## config.mk

```make
export PLATFORM = sky130hd
export DESIGN_NAME = ale_mul
export DESIGN_NICKNAME = d
export VERILOG_FILES = /design/src/design/ale_pkg.sv /design/src/design/ale_mul.sv
export SDC_FILE = /design/constraint.sdc
export NUM_CORES = 2
export LEC_CHECK = 0
export BUFFER_PORTS_ARGS = -buffer_cell sky130_fd_sc_hd__buf_2
export CELL_PAD_IN_SITES_DETAIL_PLACEMENT = 1
export CELL_PAD_IN_SITES_GLOBAL_PLACEMENT = 2
export CORE_MARGIN = 2
export CORE_UTILIZATION = 40
export CTS_CLUSTER_DIAMETER = 60
export DETAILED_ROUTE_END_ITERATION = 12
export MAX_ROUTING_LAYER = met4
export PLACE_DENSITY = 0.86
export SYNTH_ARGS = -nofsm -noshare
export SYNTH_HDL_FRONTEND = slang
export SYNTH_SLANG_ARGS = --single-unit
```

## constraint.sdc

```tcl
create_clock -name clk_i -period 14.7 [get_ports clk_i]
set_input_delay 1.47 -clock clk_i [delete_from_list [all_inputs] [get_ports clk_i]]
set_output_delay 1.47 -clock clk_i [all_outputs]
set_load 0.05 [all_outputs]
```

## src/design/ale_pkg.sv

```systemverilog
// shared constants for the associated legendre evaluator
// no dependencies; imported by every module of the block
`default_nettype none

package ale_pkg;

  localparam int MAX_BAND  = 7;
  localparam int FRAC_BITS = 30;

  localparam int BAND_W = 3;
  localparam int X_W    = 32;
  localparam int VAL_W  = 64;
  localparam int PROD_W = 2 * VAL_W;

  // radicand 2^(2F) - x*x and the sqrt root fit in these widths
  localparam int SQ_W   = 2 * FRAC_BITS + 1;
  localparam int ROOT_W = FRAC_BITS + 1;

  localparam logic signed [X_W-1:0]   ONE_X   = X_W'(64'sd1 << FRAC_BITS);
  localparam logic signed [X_W-1:0]   M_ONE_X = -ONE_X;
  localparam logic signed [VAL_W-1:0] ONE_Q   = VAL_W'(64'sd1 << FRAC_BITS);
  localparam logic signed [VAL_W-1:0] VAL_MAX = {1'b0, {(VAL_W-1){1'b1}}};
  localparam logic signed [VAL_W-1:0] VAL_MIN = {1'b1, {(VAL_W-1){1'b0}}};

endpackage

`default_nettype wire

```

## src/design/ale_mul.sv

```systemverilog
// iterative 64x64 unsigned multiplier, one 32x32 partial product per cycle
// depends on ale_pkg
`default_nettype none

module ale_mul
  import ale_pkg::*;
(
  input  wire logic              clk_i,
  input  wire logic              rst_ni,
  input  wire logic              start_i,
  input  wire logic [VAL_W-1:0]  a_i,
  input  wire logic [VAL_W-1:0]  b_i,
  output logic                   done_o,
  output logic [PROD_W-1:0]      prod_o
);

  localparam int HW = VAL_W / 2;

  logic              busy_q;
  logic              done_q;
  logic [1:0]        cnt_q;
  logic [VAL_W-1:0]  a_q;
  logic [VAL_W-1:0]  b_q;
  logic [PROD_W-1:0] acc_q;

  logic [HW-1:0]     a_half;
  logic [HW-1:0]     b_half;
  logic [VAL_W-1:0]  pp;
  logic [PROD_W-1:0] pp_shifted;

  // cnt[1] picks the half of a, cnt[0] the half of b
  assign a_half     = cnt_q[1] ? a_q[VAL_W-1:HW] : a_q[HW-1:0];
  assign b_half     = cnt_q[0] ? b_q[VAL_W-1:HW] : b_q[HW-1:0];
  assign pp         = VAL_W'(a_half) * VAL_W'(b_half);
  assign pp_shifted = PROD_W'(pp) << ({cnt_q[1] & cnt_q[0], cnt_q[1] ^ cnt_q[0]} * HW);

  always_ff @(posedge clk_i or negedge rst_ni) begin
    if (!rst_ni) begin
      busy_q <= 1'b0;
      done_q <= 1'b0;
      cnt_q  <= '0;
    end else begin
      done_q <= 1'b0;
      if (start_i) begin
        busy_q <= 1'b1;
        cnt_q  <= '0;
      end else if (busy_q) begin
        cnt_q <= cnt_q + 2'd1;
        if (cnt_q == 2'd3) begin
          busy_q <= 1'b0;
          done_q <= 1'b1;
        end
      end
    end
  end

  always_ff @(posedge clk_i) begin
    if (start_i) begin
      a_q   <= a_i;
      b_q   <= b_i;
      acc_q <= '0;
    end else if (busy_q) begin
      acc_q <= acc_q + pp_shifted;
    end
  end

  assign done_o = done_q;
  assign prod_o = acc_q;

endmodule

`default_nettype wire

```

==> out/qor.yml <==
outcome:
  status: "finished clean"
global_routing:
  grt_usage: 0.3267
  grt_pass1_vias: 46850
  grt_pass1_wl_um: 308400
  grt_max_degree: 82
  grt-ovfl-total: 0
  antenna_found_initial: 10
yosys:
  synth-seq-cells: 260
  syn_inst: 5842
  synth.cell_area_um2: 50790
  synth_edf_count: 128
  syn_area_per_cell_um2: 8.695
  yosys_warnings: 0
  ys_seq_area_frac: 0.1281
  synthesis.nets: 7261
  synth_cell_type_count: 101
  synth_flop_cell: "edfxtp_1"
  async_flop_share: 0.01538
timing:
  finClkSkew_ps: 61.80
  max_freq_ghz: 0.07149
  finalHoldViolCount: 0
  finalSetupViolCount: 0
  grt_setup_unrepaired: "false"
  worst_slew_pin_slew_ps: 1440
  timing.slew.headroom: 0.02117
  fin_crit_sh: 0.9515
  min_period_ps: 13990
  setup_tns_ps: 0
  drv_slew: 0
cts:
  htreeDepth: 2
  cts_hold_buf: 0
  cts_buffers: 42
  cts_tree: "yes"
  cts_buffer_depth: 3
  cts_resized: 0
  cts-root-buf: "clkbuf_16"
  clk_latency_ps: 670
  post_cts_buffers: 0
  clk_pin_slew_ps: 60
  cts.sinks: 260
drt:
  dr.pass1.iters: 6
  drc: 0
  viasPerCell: 5.682
  vias: 43340
  wirelength_um: 204900
  wl_per_cell_um: 26.87
  drtIter0Drc: 3159
  drtAntennaViolNets: 0
hold_path:
  whs_path_depth: 2
  hold_end: "prod_o[114]"
  hold_class: "reg2reg"
  hold_start: "prod_o[114]"
floorplanning:
  dieHeight_um: 360.4
  core-area_um2: 125900
  die-width_um: 360.4
  die_area_um2: 129900
  rows: 130
  ios: 260
  start_util: 0.4035
setup_path:
  regToRegStartpoint: "cnt_q[0]"
  slowest_stage: "mux2i_2"
  critPathTopFamily: "compound AO/OA/AOI/OAI gates"
  rr_worst_depth: 41
  required_ps: 15210
  crit_fanout: 25
  critical-path-max-stage-delay_ps: 1220
  cp-end-kind: "flip-flop"
  r2r_slack_ps: 710
  worst-setup-path-type: "reg2reg"
  start_kind: "flip-flop"
  rr_endpoint: "prod_o[125]"
  arrival_ps: 14490
  crit_top_cell: "fa_1"
  critPathBufInv: 5
placed_design:
  gp_congestion: 0.9551
  hpwl_um: 170400
  port_buffers: 259
run:
  maxCapViolations: 0
cells_and_area:
  area_growth_syn_to_layout_pct: 9.129
  drive_gt1_frac: 0.09832
  multi_input_area_um2: 39910
  regArea_um2: 6518
  final_net_count: 7356
  num-fill-cells: 14850
-- sequential cells by signal, summed over array words and instances (netlist names) --
register	flops
a_q	64
busy_q	1
cnt_q	2
done_o	1
prod_o	128
b_q	64
-- logic make-up (layout without fill, tap and decap cells) --
kind of cell    Yosys count  in the layout  synth area share
buf+inv                1206           1334           0.09111
simple gates           1861           1861            0.1524
xor+xnor                181            181           0.03121
flops                   260            260            0.1281
other cells               0              7                 0
mux                     201            201           0.04123
compound gates          845            845            0.1061
fa+ha+maj              1288           1288            0.4498
-- Yosys cell counts, drive strengths merged (6+ instances only) --
library cell  number  area share
fa               897        0.35
o21a              17      0.0025
ha               391       0.096
mux2i            135       0.027
edfxtp           128       0.076
o31ai             15      0.0022
nand2b            29      0.0036
o21bai            43      0.0064
o41ai              8      0.0015
a31o               6      0.0010
nand2            668       0.049
xnor2            101       0.017
clkbuf           261       0.019
o221ai            10      0.0017
buf               46      0.0051
dfxtp            128       0.050
nor2b             17      0.0021
a22o               9      0.0016
nor4               7     0.00086
and3              25      0.0031
or2                9      0.0011
a221o              6      0.0012
a21o             107       0.016
inv              895       0.066
o31a               6      0.0011
and4               7      0.0012
a41oi              7      0.0012
o211ai            14      0.0021
nand3             45      0.0044
and2              46      0.0057
o22ai             35      0.0043
a311oi             7      0.0017
a211oi            23      0.0035
xor2              80       0.014
o21ai            190       0.019
a21oi            266       0.026
nor3              28      0.0029
nor2             877       0.065
nand4             74      0.0091
or3               13      0.0016
a21boi            11      0.0018
a31oi             29      0.0039
mux2              66       0.015
-- cells in the final DEF (no fill, tap or decap), types with 8 or more instances in the layout --
cell / n
o21bai_1: 43
or3_1: 12
and2_1: 44
ha_1: 391
nor2_1: 876
and3_1: 24
o221ai_1: 10
edfxtp_1: 128
o211ai_1: 14
a22o_1: 9
fa_1: 897
nand4_1: 74
clkbuf_16: 43
o31ai_1: 15
inv_1: 895
dfxtp_1: 128
or2_2: 8
mux2i_4: 8
nor2b_1: 17
o21ai_0: 177
nand2b_1: 29
mux2_2: 66
o21a_1: 17
nand2_1: 668
a31oi_1: 28
mux2i_2: 37
o21ai_1: 12
a21boi_0: 8
a211oi_1: 22
o22ai_1: 35
a21o_1: 106
buf_2: 258
mux2i_1: 90
xnor2_1: 101
xor2_1: 80
nor3_1: 27
a21oi_1: 265
nand3_1: 45
buf_4: 99
-- tightest hold or removal path: stages, from the launching register on --
cell	delay (ps)
dfxtp_1	320
nand2_1	50
o21ai_0	60
-- how the worst max path moves through the flow --
stage                        endpoint  slack [ps]  cells past startpoint  startpoint
after global placement    prod_o[113]        1160                     41    cnt_q[0]
final                     prod_o[125]         710                     41    cnt_q[0]
after floorplan           prod_o[116]        3570                     40    cnt_q[1]
after detailed placement  prod_o[113]         990                     41    cnt_q[0]
after CTS                 prod_o[125]         940                     41    cnt_q[0]
after global routing      prod_o[113]         160                     41    cnt_q[0]
-- metrics by stage --
| step | utilization | hold WS, ps | cell area, µm² | cells | setup WS [ps] |
|---|---|---|---|---|---|
| after floorplan | - | 678.0 | 50800 | 5842 | 3568 |
| after CTS | 0.4401 | 492.6 | 55400 | 7619 | 940.1 |
| after detailed placement | 0.4283 | 482.9 | 53920 | 7542 | 989.9 |
| final | 0.4403 | 487.7 | 55430 | 7627 | 712.7 |
| after global routing | 0.4402 | 524.6 | 55420 | 7624 | 160.2 |
| after global placement | 0.4283 | 462.0 | 53920 | 7542 | 1161 |
-- layer usage --
layer  wire length (µm)  track usage  share of wire
met1              86370       0.4257           0.42
met2              96060       0.5209           0.47
met3              14170      0.04819          0.069
met4               8349       0.1124          0.041
met5                  0            -              0
-- final cells by class --
class                   instances  share of cell area
inverters                     897             0.06074
clock inverters                28            0.006501
diodes                          7           0.0003160
clock buffers                  49             0.02018
multi-input cells            4376              0.7199
repair buffers                360             0.03751
flip-flops and latches        260              0.1176
well taps                    1650             0.03724
Power is left out: the tool's default activity adds up to more than one toggle a clock period on the data nets, which glitch-free logic cannot reach.
