<file path="config.mk">
export PLATFORM = sky130hd
export DESIGN_NAME = ale_div
export DESIGN_NICKNAME = d
export VERILOG_FILES = /design/src/design/ale_pkg.sv /design/src/design/ale_div.sv
export SDC_FILE = /design/constraint.sdc
export NUM_CORES = 1
export LEC_CHECK = 0
export BUFFER_PORTS_ARGS = -buffer_cell sky130_fd_sc_hd__buf_2
export CORE_ASPECT_RATIO = 1.1
export CORE_MARGIN = 2
export CORE_UTILIZATION = 49
export CTS_CLUSTER_DIAMETER = 40
export DETAILED_ROUTE_END_ITERATION = 16
export PLACE_DENSITY = 0.79
export SLEW_MARGIN = 5
export SYNTH_ARGS = -nofsm -noshare
export SYNTH_HDL_FRONTEND = slang
export SYNTH_SLANG_ARGS = --single-unit
</file>
<file path="constraint.sdc">
create_clock -name clk_i -period 3.3 [get_ports clk_i]
set_input_delay 0.165 -clock clk_i [delete_from_list [all_inputs] [get_ports clk_i]]
set_output_delay 0.165 -clock clk_i [all_outputs]
set_load 0.005 [all_outputs]
</file>
<file path="src/design/ale_pkg.sv">
// shared constants for the associated legendre evaluator
// no dependencies; imported by every module of the block
`default_nettype none

package ale_pkg;

  localparam int MAX_BAND  = 7;
  localparam int FRAC_BITS = 30;

  localparam int BAND_W = 3;
  localparam int X_W    = 32;
  localparam int VAL_W  = 64;
  localparam int PROD_W = 2 * VAL_W;

  // radicand 2^(2F) - x*x and the sqrt root fit in these widths
  localparam int SQ_W   = 2 * FRAC_BITS + 1;
  localparam int ROOT_W = FRAC_BITS + 1;

  localparam logic signed [X_W-1:0]   ONE_X   = X_W'(64'sd1 << FRAC_BITS);
  localparam logic signed [X_W-1:0]   M_ONE_X = -ONE_X;
  localparam logic signed [VAL_W-1:0] ONE_Q   = VAL_W'(64'sd1 << FRAC_BITS);
  localparam logic signed [VAL_W-1:0] VAL_MAX = {1'b0, {(VAL_W-1){1'b1}}};
  localparam logic signed [VAL_W-1:0] VAL_MIN = {1'b1, {(VAL_W-1){1'b0}}};

endpackage

`default_nettype wire

</file>
<file path="src/design/ale_div.sv">
// radix-4 divider of a 64-bit magnitude by a small 3-bit divisor
// depends on ale_pkg
`default_nettype none

module ale_div
  import ale_pkg::*;
(
  input  wire logic              clk_i,
  input  wire logic              rst_ni,
  input  wire logic              start_i,
  input  wire logic [VAL_W-1:0]  num_i,
  input  wire logic [2:0]        den_i,
  output logic                   done_o,
  output logic [VAL_W-1:0]       quo_o
);

  localparam int STEPS = VAL_W / 2;
  localparam int CNT_W = $clog2(STEPS);

  logic             busy_q;
  logic             done_q;
  logic [CNT_W-1:0] cnt_q;
  logic [VAL_W-1:0] n_q;
  logic [2:0]       d_q;
  logic [2:0]       rem_q;

  logic [4:0] part;
  logic [4:0] d1;
  logic [4:0] d2;
  logic [4:0] d3;
  logic [1:0] digit;
  logic [4:0] part_rem;

  assign part = {rem_q, n_q[VAL_W-1 -: 2]};
  assign d1   = {2'b00, d_q};
  assign d2   = {1'b0, d_q, 1'b0};
  assign d3   = d1 + d2;

  always_comb begin
    if (part >= d3) begin
      digit    = 2'd3;
      part_rem = part - d3;
    end else if (part >= d2) begin
      digit    = 2'd2;
      part_rem = part - d2;
    end else if (part >= d1) begin
      digit    = 2'd1;
      part_rem = part - d1;
    end else begin
      digit    = 2'd0;
      part_rem = part;
    end
  end

  always_ff @(posedge clk_i or negedge rst_ni) begin
    if (!rst_ni) begin
      busy_q <= 1'b0;
      done_q <= 1'b0;
      cnt_q  <= '0;
    end else begin
      done_q <= 1'b0;
      if (start_i) begin
        busy_q <= 1'b1;
        cnt_q  <= '0;
      end else if (busy_q) begin
        cnt_q <= cnt_q + 1'b1;
        if (cnt_q == CNT_W'(STEPS - 1)) begin
          busy_q <= 1'b0;
          done_q <= 1'b1;
        end
      end
    end
  end

  // quotient digits shift in where dividend digits leave
  always_ff @(posedge clk_i) begin
    if (start_i) begin
      n_q   <= num_i;
      d_q   <= den_i;
      rem_q <= '0;
    end else if (busy_q) begin
      n_q   <= {n_q[VAL_W-3:0], digit};
      rem_q <= part_rem[2:0];
    end
  end

  assign done_o = done_q;
  assign quo_o  = n_q;

endmodule

`default_nettype wire

</file>
==> results by group <==
GRT
  – Maximum number of pins on one net before global-route repair: between 70 and 80
  – Vias in the first global route: between 2k and 3k
  – Global-route wire length before repair: about 12 mm
  – Antenna violations before repair: 0
  – Combined global-route utilization of all metal layers: 0.202
  – Overall overflow remaining after global route: 0

Route
  – Post-detailed-routing wire length: 7.97 mm
  – DRC Markers: 0
  – Vias per inst: about 5.3
  – Number of optimization iterations in the first detailed-route pass: 4
  – DR vias: roughly 2.5k
  – Number of violations reported at the end of detailed-routing iteration 0: ~130
  – Post-detailed-route wirelength per cell: between 15 and 20 um
  – Number of nets with antenna violations after routing: 0

Timing
  – Measured slew at the worst slew-check pin: between 900 and 1000 ps
  – Summed negative setup slack over all endpoints: 0 ps
  – Maximum clock frequency: 0.353 GHz
  – Clock Skews: a little over 8 ps
  – Setup-failing EPs final: 0
  – Number of max-slew violations in the final report: 0
  – Remaining max-slew budget at the tightest pin: 0.374
  – Final worst setup slack: between 400 and 500 ps
  – Setup repair after global routing missed its margin: no
  – Period utilisation layout: 0.859
  – Final critical delay including setup and external delays: 2830 ps
  – Count of endpoints failing hold in the final timing report: 0

Placed design
  – Gp weighted congestion: between 0.8 and 0.9
  – Estimated wirelength of the detail-placed design: 5.75 mm
  – Number of I/O port buffers: approximately 130
  – Setup slack after placement: 453 ps

Setup path
  – Library cell contributing the largest single delay on the critical path: edfxtp_1
  – CP Launch Type: flip-flop
  – Sequence of cells on the critical path: ha_1 -> fa_1 -> xnor2_1 -> ha_1 -> a21o_1 -> a21o_1 -> a211o_1 -> mux2_2
  – Arrival time of the worst setup path: around 2900 ps
  – CP delay by family, top: adder cells
  – Number of cells on the critical path: 8
  – Path type of the worst setup path: reg -> reg
  – Largest fanout on the critical path: 6
  – Slowest cell delay on critical path: around 530 ps
  – Length in cells of the worst reg-to-reg path: 8
  – Total buffers and inverters traversed by the critical path: 0
  – Kind of end point of the critical path: flip-flop
  – Required time of the critical path: about 3400 ps

Hold path
  – Type of the most critical hold path: in -> reg
  – Worst Hold Path Cells: 1

Cells and area
  – Count of inserted antenna diode cells: 0
  – Fraction of layout cells with a size suffix above 1: 0.406
  – Nets@finish: about 470
  – Final Util: 0.636
  – Synthesis-to-layout area growth: 27.1%

Pwr
  – Total power density per cell area: 554 nW/um^2
  – Net Sw Frac: 0.282
  – Logic pwr share: 0.230
  – Switching power of the nets: approximately 730 uW
  – Design internal power: about 1900 uW
  – Total power: roughly 2600 uW
  – Share of total power in the clock network: 0.277
  – Max IR drop VDD: about 0.00033 V
  – Lkg Pwr: 0.00209 uW
  – Sequential share of power: 0.493

Logic synthesis
  – Number of synthesized flops with an enable pin: 67
  – Share of async-settable or async-resettable flops after synthesis: 0.0909
  – Syn. warnings: 0
  – Unique cell type count in the Yosys netlist: 41
  – Synth Cell Area: between 3000 and 4000 um^2
  – Average size of a mapped cell: approximately 16 um^2
  – Most frequently used flop master after synthesis: edfxtp_1
  – Sequential area share after synthesis: 0.611
  – Synthesized netlist cell count: roughly 240
  – Synth Net Count: between 300 and 400
  – Number of synthesized register bits: a little under 80

Job
  – MaxCap Viol Count: 0

Clocking
  – Post-CTS setup buffer count: 0
  – Root cell of the clock tree: clkbuf_8
  – H-tree depth: 3
  – CTS-repair resized insts: 0
  – Number of buffers inserted during clock tree synthesis: 9
  – Clock-pin slew on the worst setup and hold paths: 90 ps
  – Worst-skew pair later-pin latency: approximately 340 ps
  – Longest Clk Path Bufs: 2
  – CTS Sinks: a little under 80
  – TritonCTS clock tree: done

Floorplanning
  – Floorplan die area: about 8200 um^2
  – Count of standard-cell rows: 33
  – Top-level port count: around 140
  – Chip height: about 95 um
  – Initial cell density of the core: 0.501
  – Placeable Area: 7350 um^2
  – Horizontal die dimension: about 87 um

Run status
  – Run status: finished, final reports clean
## layout make-up
| class | instances | area (um^2) |
|---|---|---|
| Fill cell | 595 | 2680 |
| Sequential cell | 77 | 2250 |
| Multi-Input combinational cell | 140 | 1360 |
| Timing Repair Buffer | 138 | 721 |
| Clock buffer | 9 | 124 |
| Tap cell | 87 | 109 |
| Clock inverter | 7 | 73.8 |
| Inverter | 11 | 41.3 |
## cells in the final DEF, fill, tap and decap left out, types with 2 or more instances in the layout
master,netlist,layout
nor3b_1,2,2
o211ai_1,3,3
buf_2,0,133
clkinvlp_4,0,3
nor2_1,12,12
nand2b_1,2,2
and3_1,3,3
dfrtp_1,7,7
edfxtp_1,67,67
xor2_1,2,2
mux2i_1,4,4
ha_1,14,14
o21ai_0,3,3
dlygate4sd3_1,0,2
mux2_1,62,62
nand2_1,3,2
fa_1,4,4
dfxtp_1,3,3
buf_4,0,2
inv_1,10,10
a21o_1,2,2
xnor2_1,3,3
clkbuf_8,0,9
## per-layer routing
layer / routed length (um) / global-route usage / vias up
li1: - / - / 1178
met1: 3470 / 0.265 / 1197
met3: 576 / 0.0699 / 13
met2: 3780 / 0.316 / 88
met4: 142 / 0.0664 / 0
met5: 0 / 0 / -
## registers in the layout, summed over array words and instances, names as in the netlist
| name | cells |
|---|---|
| rem_q | 3 |
| d_q | 3 |
| cnt_q | 5 |
| done_o | 1 |
| quo_o | 64 |
| busy_q | 1 |
## power groups by stage
stage	registers, uW	clock network, uW	logic (uW)
floorplan	1290	0	347
global placement	1290	0	567
detailed placement	1300	0	593
CTS	1280	736	597
global route	1300	772	667
finish	1280	717	595
## through the flow
| stage | cell area, um^2 | hold slack, ps | instances |
|---|---|---|---|
| after global placement | 4460 | 4.89 | 451 |
| after floorplan | 3680 | -131 | 237 |
| final | 4670 | 21.4 | 469 |
| after CTS | 4670 | 1.10 | 469 |
| after global routing | 4670 | 0.869 | 469 |
| after detailed placement | 4460 | 10.5 | 451 |
## worst paths after layout
kind / from / to / slack [ps]
worst min register to register: cnt_q[4]$_DFFE_PN0P_ / cnt_q[4]$_DFFE_PN0P_ / 550
min in group asynchronous: rst_ni / cnt_q[3]$_DFFE_PN0P_ / 180
max in group asynchronous: rst_ni / done_o$_DFF_PN0_ / 2970
worst min-delay path: den_i[2] / d_q[2]$_DFFE_PP_ / 20
worst max register to register: d_q[1]$_DFFE_PP_ / quo_o[0]$_DFFE_PP_ / 470
worst max-delay path: d_q[1]$_DFFE_PP_ / quo_o[0]$_DFFE_PP_ / 470
## timing repair
| item | CTS | global route |
|---|---|---|
| hold buffers | 2 | 0 |
| setup endpoints to repair | 0 | 0 |
| hold endpoints to repair | 8 | 0 |
## cell usage after synthesis, types with 2 or more instances
library cell   n  area share
xnor2_1        3      0.0071
nand2_1        3      0.0031
nand2b_1       2      0.0034
fa_1           4       0.022
nor2_1        12       0.012
xor2_1         2      0.0048
a21o_1         2      0.0041
o211ai_1       3      0.0061
and3_1         3      0.0051
ha_1          14       0.048
edfxtp_1      67        0.55
nor3b_1        2      0.0041
mux2i_1        4       0.011
mux2_1        62        0.19
o21ai_0        3      0.0041
dfrtp_1        7       0.048
dfxtp_1        3       0.016
clkbuf_1       9      0.0092
inv_1         10       0.010
## logic make-up (layout without fill, tap and decap cells)
family	count (synthesis)	count (layout)	synth area share
and+or+nand+nor	31	31	0.0452
buffers and inverters	20	165	0.0204
DFF	77	77	0.611
muxes	67	67	0.204
adders and majority gates	18	18	0.0694
AOI/OAI and AO/OA	19	19	0.0384
xor gates and xnor gates	5	5	0.0119
## worst register-to-register path: stages (launching register included)
cell      delay [ps]
edfxtp_1         530
ha_1             280
fa_1             380
xnor2_1          140
ha_1             290
a21o_1           180
a21o_1           210
a211o_1          300
mux2_2           280
Power figures use the tool's default switching activity.
